==> src/vhfm_pkg.sv <==
// shared types and constants for the variance health failsafe monitor
package vhfm_pkg;

    localparam int unsigned VAR_W   = 16;
    localparam int unsigned CNT_W   = 6;
    localparam int unsigned TIME_W  = 32;
    localparam int unsigned CFG_W   = 32;
    localparam int unsigned CFG_IDX_W = 2;

    localparam logic [VAR_W-1:0]  THRESHOLD_RST = 16'd204;
    localparam logic [CNT_W-1:0]  FAIL_LIMIT_RST = 6'd10;
    localparam logic [TIME_W-1:0] WARN_INTERVAL_RST = 32'd30000;

    typedef enum logic [CFG_IDX_W-1:0] {
        CFG_THRESHOLD     = 2'd0,
        CFG_FAIL_LIMIT    = 2'd1,
        CFG_WARN_INTERVAL = 2'd2
    } cfg_index_t;

    typedef struct packed {
        logic              origin_valid;
        logic              var_valid;
        logic [VAR_W-1:0]  pos_variance;
        logic [VAR_W-1:0]  vel_variance;
        logic [VAR_W-1:0]  mag_variance_x;
        logic [VAR_W-1:0]  mag_variance_y;
        logic [VAR_W-1:0]  mag_variance_z;
        logic              flow_healthy;
        logic              pos_available;
        logic [TIME_W-1:0] now_ms;
    } tick_t;

    typedef struct packed {
        logic health_bad;
        logic yaw_reset_request;
        logic lane_switch_request;
        logic failsafe_trigger;
        logic failsafe_cleared;
        logic warning_send;
    } result_t;

endpackage

==> src/vhfm_if.sv <==
// valid/ready channel interfaces for ticks and results
interface vhfm_tick_if
    import vhfm_pkg::*;
();
    logic  valid;
    logic  ready;
    tick_t data;

    modport source (output valid, output data, input ready);
    modport sink   (input valid, input data, output ready);
endinterface

interface vhfm_result_if
    import vhfm_pkg::*;
();
    logic    valid;
    logic    ready;
    result_t data;

    modport source (output valid, output data, input ready);
    modport sink   (input valid, input data, output ready);
endinterface

==> src/variance_health_failsafe_monitor.sv <==
// variance health failsafe monitor: vote, fail counter and failsafe pulses
//
//  channel  | dir | handshake     | payload
//  ---------+-----+---------------+-------------------------------------
//  tick     | in  | valid/ready   | origin, variances, flags, now_ms
//  result   | out | valid/ready   | health_bad and five request pulses
//  cfg      | in  | write enable  | threshold, fail limit, warn interval
//
// a request is registered, then scored against the state and registered out:
// one request per cycle sustained while the result is not stalled
// the state update and the result register advance together, so each
// request is scored against the state left by the one before it
// reset clears the state, the pipeline valids and loads the default config
// a stalled result holds both stages; tick.ready drops only when both are full
module variance_health_failsafe_monitor
    import vhfm_pkg::*;
(
    input  logic                 clk,
    input  logic                 rst_n,
    vhfm_tick_if.sink            tick,
    vhfm_result_if.source        result,
    input  logic                 cfg_we,
    input  logic [CFG_IDX_W-1:0] cfg_index,
    input  logic [CFG_W-1:0]     cfg_data
);

    logic [VAR_W-1:0]  threshold_reg;
    logic [CNT_W-1:0]  fail_limit_reg;
    logic [TIME_W-1:0] warn_interval_reg;

    logic [CNT_W-1:0]  fail_counter_reg, fail_counter_next;
    logic              bad_flag_reg, bad_flag_next;
    logic              ever_passed_reg, ever_passed_next;
    logic              failsafe_active_reg, failsafe_active_next;
    logic [TIME_W-1:0] last_warn_ms_reg, last_warn_ms_next;

    logic    s1_valid_reg;
    tick_t   s1_data_reg;
    logic    out_valid_reg;
    result_t out_data_reg, out_data_next;

    logic advance;
    logic tick_ready;

    logic [VAR_W-1:0]  mag_xy;
    logic [VAR_W-1:0]  mag_max;
    logic [VAR_W:0]    th_double;
    logic              mag_vote;
    logic              vel_double;
    logic              vel_single;
    logic [1:0]        votes;
    logic              over;
    logic              passed;
    logic              ever_now;
    logic [CNT_W:0]    cnt_inc;
    logic [CNT_W:0]    limit_ext;
    logic [TIME_W-1:0] since_warn;

    assign advance    = !out_valid_reg || result.ready;
    assign tick_ready = !s1_valid_reg || advance;

    assign tick.ready   = tick_ready;
    assign result.valid = out_valid_reg;
    assign result.data  = out_data_reg;

    // variance vote
    always_comb
    begin
        mag_xy     = (s1_data_reg.mag_variance_y > s1_data_reg.mag_variance_x)
                     ? s1_data_reg.mag_variance_y : s1_data_reg.mag_variance_x;
        mag_max    = (s1_data_reg.mag_variance_z > mag_xy)
                     ? s1_data_reg.mag_variance_z : mag_xy;
        th_double  = {threshold_reg, 1'b0};
        mag_vote   = mag_max >= threshold_reg;
        vel_double = !s1_data_reg.flow_healthy
                     && ({1'b0, s1_data_reg.vel_variance} >= th_double);
        vel_single = s1_data_reg.vel_variance >= threshold_reg;
        votes      = {1'b0, mag_vote}
                     + (vel_double ? 2'd2 : (vel_single ? 2'd1 : 2'd0));
        over       = s1_data_reg.var_valid && (threshold_reg != '0)
                     && (((s1_data_reg.pos_variance >= threshold_reg) && (votes != 2'd0))
                         || (votes >= 2'd2));
        passed     = !over && s1_data_reg.pos_available;
        ever_now   = ever_passed_reg || passed;
        cnt_inc    = {1'b0, fail_counter_reg} + {{CNT_W{1'b0}}, 1'b1};
        limit_ext  = {1'b0, fail_limit_reg};
        since_warn = s1_data_reg.now_ms - last_warn_ms_reg;
    end

    // state update and result
    always_comb
    begin
        fail_counter_next    = fail_counter_reg;
        bad_flag_next        = bad_flag_reg;
        ever_passed_next     = ever_passed_reg;
        failsafe_active_next = failsafe_active_reg;
        last_warn_ms_next    = last_warn_ms_reg;
        out_data_next        = '0;

        if (!s1_data_reg.origin_valid)
        begin
            // tick ignored
        end
        else if (threshold_reg == '0)
        begin
            fail_counter_next = '0;
            bad_flag_next     = 1'b0;
            if (failsafe_active_reg)
            begin
                failsafe_active_next           = 1'b0;
                out_data_next.failsafe_cleared = 1'b1;
            end
        end
        else
        begin
            ever_passed_next = ever_now;
            if (ever_now)
            begin
                if (!passed)
                begin
                    if (!bad_flag_reg)
                    begin
                        out_data_next.yaw_reset_request = (fail_limit_reg >= CNT_W'(2))
                            && (cnt_inc == limit_ext - (CNT_W+1)'(2)) && over;
                        out_data_next.lane_switch_request = (fail_limit_reg != '0)
                            && (cnt_inc == limit_ext - (CNT_W+1)'(1));
                        fail_counter_next = cnt_inc[CNT_W-1:0];
                        if (cnt_inc >= limit_ext)
                        begin
                            fail_counter_next              = fail_limit_reg;
                            bad_flag_next                  = 1'b1;
                            failsafe_active_next           = 1'b1;
                            out_data_next.failsafe_trigger = 1'b1;
                            if (since_warn > warn_interval_reg)
                            begin
                                out_data_next.warning_send = 1'b1;
                                last_warn_ms_next          = s1_data_reg.now_ms;
                            end
                        end
                    end
                end
                else if (fail_counter_reg != '0)
                begin
                    fail_counter_next = fail_counter_reg - CNT_W'(1);
                    // leaving failure once the counter drains
                    if (bad_flag_reg && (fail_counter_reg == CNT_W'(1)))
                    begin
                        bad_flag_next = 1'b0;
                        if (failsafe_active_reg)
                        begin
                            failsafe_active_next           = 1'b0;
                            out_data_next.failsafe_cleared = 1'b1;
                        end
                    end
                end
            end
        end

        out_data_next.health_bad = bad_flag_next;
    end

    always_ff @(posedge clk or negedge rst_n)
    begin
        if (!rst_n)
        begin
            threshold_reg       <= THRESHOLD_RST;
            fail_limit_reg      <= FAIL_LIMIT_RST;
            warn_interval_reg   <= WARN_INTERVAL_RST;
            fail_counter_reg    <= '0;
            bad_flag_reg        <= 1'b0;
            ever_passed_reg     <= 1'b0;
            failsafe_active_reg <= 1'b0;
            last_warn_ms_reg    <= '0;
            s1_valid_reg        <= 1'b0;
            out_valid_reg       <= 1'b0;
        end
        else
        begin
            if (cfg_we)
            begin
                unique case (cfg_index)
                    CFG_THRESHOLD:     threshold_reg     <= cfg_data[VAR_W-1:0];
                    CFG_FAIL_LIMIT:    fail_limit_reg    <= cfg_data[CNT_W-1:0];
                    CFG_WARN_INTERVAL: warn_interval_reg <= cfg_data[TIME_W-1:0];
                    default:           ;
                endcase
            end
            if (tick_ready)
            begin
                s1_valid_reg <= tick.valid;
            end
            if (advance)
            begin
                out_valid_reg <= s1_valid_reg;
                if (s1_valid_reg)
                begin
                    fail_counter_reg    <= fail_counter_next;
                    bad_flag_reg        <= bad_flag_next;
                    ever_passed_reg     <= ever_passed_next;
                    failsafe_active_reg <= failsafe_active_next;
                    last_warn_ms_reg    <= last_warn_ms_next;
                end
            end
        end
    end

    always_ff @(posedge clk)
    begin
        if (tick_ready && tick.valid)
        begin
            s1_data_reg <= tick.data;
        end
        if (advance && s1_valid_reg)
        begin
            out_data_reg <= out_data_next;
        end
    end

endmodule

==> src/flat_wrapper.sv <==
// flat-port wrapper written by rule: the top's interface ports become plain ports
module variance_health_failsafe_monitor_flat import vhfm_pkg::*;
  (clk, rst_n, cfg_we, cfg_index, cfg_data, tick_valid, tick_data, tick_ready, result_valid, result_data, result_ready);
  vhfm_tick_if tick_i ();
  vhfm_result_if result_i ();
  input  logic clk;
  input  logic rst_n;
  input  logic cfg_we;
  input  logic [CFG_IDX_W-1:0] cfg_index;
  input  logic [CFG_W-1:0] cfg_data;
  input wire logic [$bits(tick_i.valid)-1:0] tick_valid;
  input wire logic [$bits(tick_i.data)-1:0] tick_data;
  output wire logic [$bits(tick_i.ready)-1:0] tick_ready;
  output wire logic [$bits(result_i.valid)-1:0] result_valid;
  output wire logic [$bits(result_i.data)-1:0] result_data;
  input wire logic [$bits(result_i.ready)-1:0] result_ready;
  assign tick_i.valid = tick_valid;
  assign tick_i.data = tick_data;
  assign tick_ready = tick_i.ready;
  assign result_valid = result_i.valid;
  assign result_data = result_i.data;
  assign result_i.ready = result_ready;
  variance_health_failsafe_monitor u_core (.clk(clk), .rst_n(rst_n), .tick(tick_i), .result(result_i), .cfg_we(cfg_we), .cfg_index(cfg_index), .cfg_data(cfg_data));
endmodule
==> config.mk <==
export PLATFORM = sky130hd
export DESIGN_NAME = variance_health_failsafe_monitor_flat
export DESIGN_NICKNAME = d
export VERILOG_FILES = /design/src/vhfm_pkg.sv /design/src/vhfm_if.sv /design/src/variance_health_failsafe_monitor.sv /design/src/flat_wrapper.sv
export SDC_FILE = /design/constraint.sdc
export NUM_CORES = 1
export LEC_CHECK = 0
export BUFFER_PORTS_ARGS = -buffer_cell sky130_fd_sc_hd__buf_2
export CORE_MARGIN = 3
export CORE_UTILIZATION = 58
export DETAILED_ROUTE_END_ITERATION = 8
export PLACE_DENSITY_LB_ADDON = 0.08
export SYNTH_ARGS = -nofsm -noshare
export SYNTH_HDL_FRONTEND = slang
export SYNTH_SLANG_ARGS = --single-unit
==> constraint.sdc <==
create_clock -name clk -period 18.2 [get_ports clk]
set_input_delay 3.64 -clock clk [delete_from_list [all_inputs] [get_ports clk]]
set_output_delay 3.64 -clock clk [all_outputs]
set_load 0.1 [all_outputs]
==> results.cfg <==
[status]
status = complete, no violations

[global_route]
grtUsageMet2 = 0.371
overflow = 0
antenna_found_initial = 3
grt_max_degree = 72
grt-busiest-layer = met2
met3_usage = 0.0418
grt_use_total = 0.232
grt_use_met1 = 0.330
grt_pass1_vias = 9386
grt_pass1_wl_um = 46100

[layout]
largest_register_ffs = 116
nets = 1674
final_layout_size_suffix_gt1_frac = 0.228
fillers = 1676
area_delta_synth_final_pct = 14.7
antennaDiodeCount = 0

[clock_network]
cts.path.max_buffers = 3
post_cts_buffers = 0
root_buffer = clkbuf_16
path_clk_slew_ns = 0.06
cts.sinks = 219
cts_htree_levels = 1
clk_latency_ns = 0.53
holdBufCountCts = 0
cts_buffers = 25
cts_tree = done
cts_resized = 0

[die]
initial_utilization = 0.601
core_um2 = 22200
die_w_um = 158
die_y_um = 158
die_area_um2 = 24900
rows = 54
ios = 163

[setup_path]
crit_type = reg2reg
cp_slowest_stage_delay_ns = 0.87
start_kind = flop
crit_required_ns = 18.61
cp_slowest_cell = or4_4
cp-end-kind = flop
critPathMaxFanout = 32
worstPathArrival_ns = 9.31

[pwr]
switching_share = 0.365
power_frac_seq = 0.323
pwr-share-clk = 0.240
switching_power_uw = 765
powerDensity_nw_per_um2 = 137
ir_drop_mv = 0.0793
internal-power_uw = 1330
leakagePower_uw = 0.00715
pwr-share-comb = 0.437

[sta]
finalSetupTns_ns = 0
rsz0062_at_grt = false
finalWorstSetupSlack_ns = 9.30
period_share = 0.489
fmax_mhz = 112
fin_skew_ns = 0.0227
hold_viol = 0
relSlewSlack = 0.369
fin_crit_ns = 8.90
slew_viol_final = 0
worst_pin_slew_ns = 0.947
finalSetupViolations = 0

[drt]
ant_nets = 0
drcViolationCount = 0
drt_iter0_drc = 572
drt_wl_total_um = 29200
vias = 9336
wl_per_cell_um = 17.7
dr.pass1.iters = 5
via_per_inst = 5.68

[yosys]
synth_warnings = 0
synth_flop_cell = edfxtp_1
yosysTopAreaCell = edfxtp_1
yosys-top-cells-area = edfxtp_1 27%, ha_1 16%, dfrtp_1 16%, inv_1 3.8%, mux2_2 3.6%
synth_area_um2 = 13400
syn_inst = 1169
synth_edf_count = 122
syn_nets = 1498
synth.distinct_cells = 70
avgSynthCellArea_um2 = 11.4
seq_area_frac_synth = 0.457
synthArstFlopShare = 0.443
yosysTopAreaCellShare = 0.274
synth-seq-cells = 219

[place]
gp_congestion = 0.902
post-place-ws_ns = 9.35
portBuffers = 162
hpwl_um = 22300

[hold_path]
hold_class = reg2reg

[job]
drv_cap = 0
final cells by class:
type | instances | area (um2) | area share
flip-flops and latches | 219 | 6110 | 0.398
clock buffers | 30 | 686 | 0.0447
inverters | 135 | 507 | 0.0331
clock inverters | 16 | 148 | 0.00963
repair buffers | 170 | 873 | 0.0570
multi-input cells | 794 | 6660 | 0.434
well taps | 280 | 350 | 0.0228
placed cells by master, fill, tap and decap left out, drive strengths merged, types with 13 or more instances in the layout:
cell	count
ha	173
mux2i	37
nand3	17
o21ai	52
o21a	17
nor2	43
buf	170
nand4	20
nand2	55
dfrtp	84
mux2	73
xnor2	33
inv	137
clkbuf	30
nand2b	14
a21o	40
dfstp	13
edfxtp	122
a21oi	56
worst max-delay path, delay by kind of cell, from the launching register on:
| kind | cells | cell delay (ns) |
|---|---|---|
| compound gates | 18 | 3.12 |
| fa+ha+maj | 4 | 1.15 |
| buf+inv | 2 | 0.53 |
| flops | 1 | 0.41 |
| simple gates | 10 | 2.73 |
| mux | 3 | 0.80 |
cells by family (layout without fill, tap and decap cells):
family                     after synthesis  count (layout)  synth area share
DFF                                    219             219             0.457
adders and majority gates              174             174             0.163
AOI/OAI and AO/OA                      248             248             0.123
xor gates and xnor gates                44              44            0.0288
muxes                                  110             110            0.0976
buffers and inverters                  156             351            0.0467
and+or+nand+nor                        218             218            0.0839
cell usage after synthesis (4+ instances only):
master,instances
o21a_1,17
a211o_1,7
nand2_1,55
nand3_1,17
nor2b_1,11
a21o_1,40
clkbuf_1,14
o211ai_1,9
a31oi_1,11
o21ai_0,51
mux2i_1,37
nand3b_1,5
nand4_1,20
mux2_4,30
buf_6,5
and4_1,5
and3_1,12
inv_1,135
a21boi_0,5
nor4_1,9
nor3b_1,4
dfrtp_1,84
mux2_2,43
a21oi_1,56
nand2b_1,14
o21bai_1,7
a211oi_1,6
edfxtp_1,122
a2111oi_0,4
dfstp_2,13
xnor2_1,33
ha_1,173
xor2_1,11
a31o_2,4
nor2_1,43
nor3_1,12
per-stage QoR:
step,total power [uW],util,area [um2],hold WS (ns),cells
2_1_floorplan,1360,-,13400,0.463,1169
3_3_place_gp,1560,0.652,14500,0.483,1598
3_5_place_dp,1590,0.652,14500,0.493,1598
4_1_cts,2100,0.690,15300,0.499,1644
5_1_grt,2250,0.690,15300,0.519,1644
6_report,2100,0.690,15300,0.496,1644
metal layers:
metal / up-vias / wire length [um]
met5: - / 41
met4: 6 / 662
met3: 47 / 1580
met2: 234 / 13200
met1: 4411 / 13700
li1: 4638 / -
power by group through the flow:
stage | combinational [uW] | sequential [uW] | clock [uW]
2_1_floorplan | 690 | 674 | 0
5_1_grt | 1030 | 687 | 535
3_3_place_gp | 880 | 682 | 0
6_report | 917 | 677 | 503
3_5_place_dp | 907 | 683 | 0
4_1_cts | 913 | 676 | 514
path summary, 6_finish.rpt:
check / from / end / slack (ns) / cells past startpoint
worst max-delay path: u_core.s1_data_reg[51] / u_core.last_warn_ms_reg[30] / 9.30 / 37
worst min-delay path: u_core.s1_valid_reg / u_core.result.valid / 0.50 / 1
worst max register to register: u_core.s1_data_reg[51] / u_core.last_warn_ms_reg[30] / 9.30 / 37
worst min register to register: u_core.s1_valid_reg / u_core.result.valid / 0.50 / 1
max in group asynchronous: rst_n / u_core.warn_interval_reg[27] / 13.90 / 2
min in group asynchronous: rst_n / u_core.threshold_reg[14] / 3.05 / 1
Note: power is estimated with default switching activity, not from simulation.
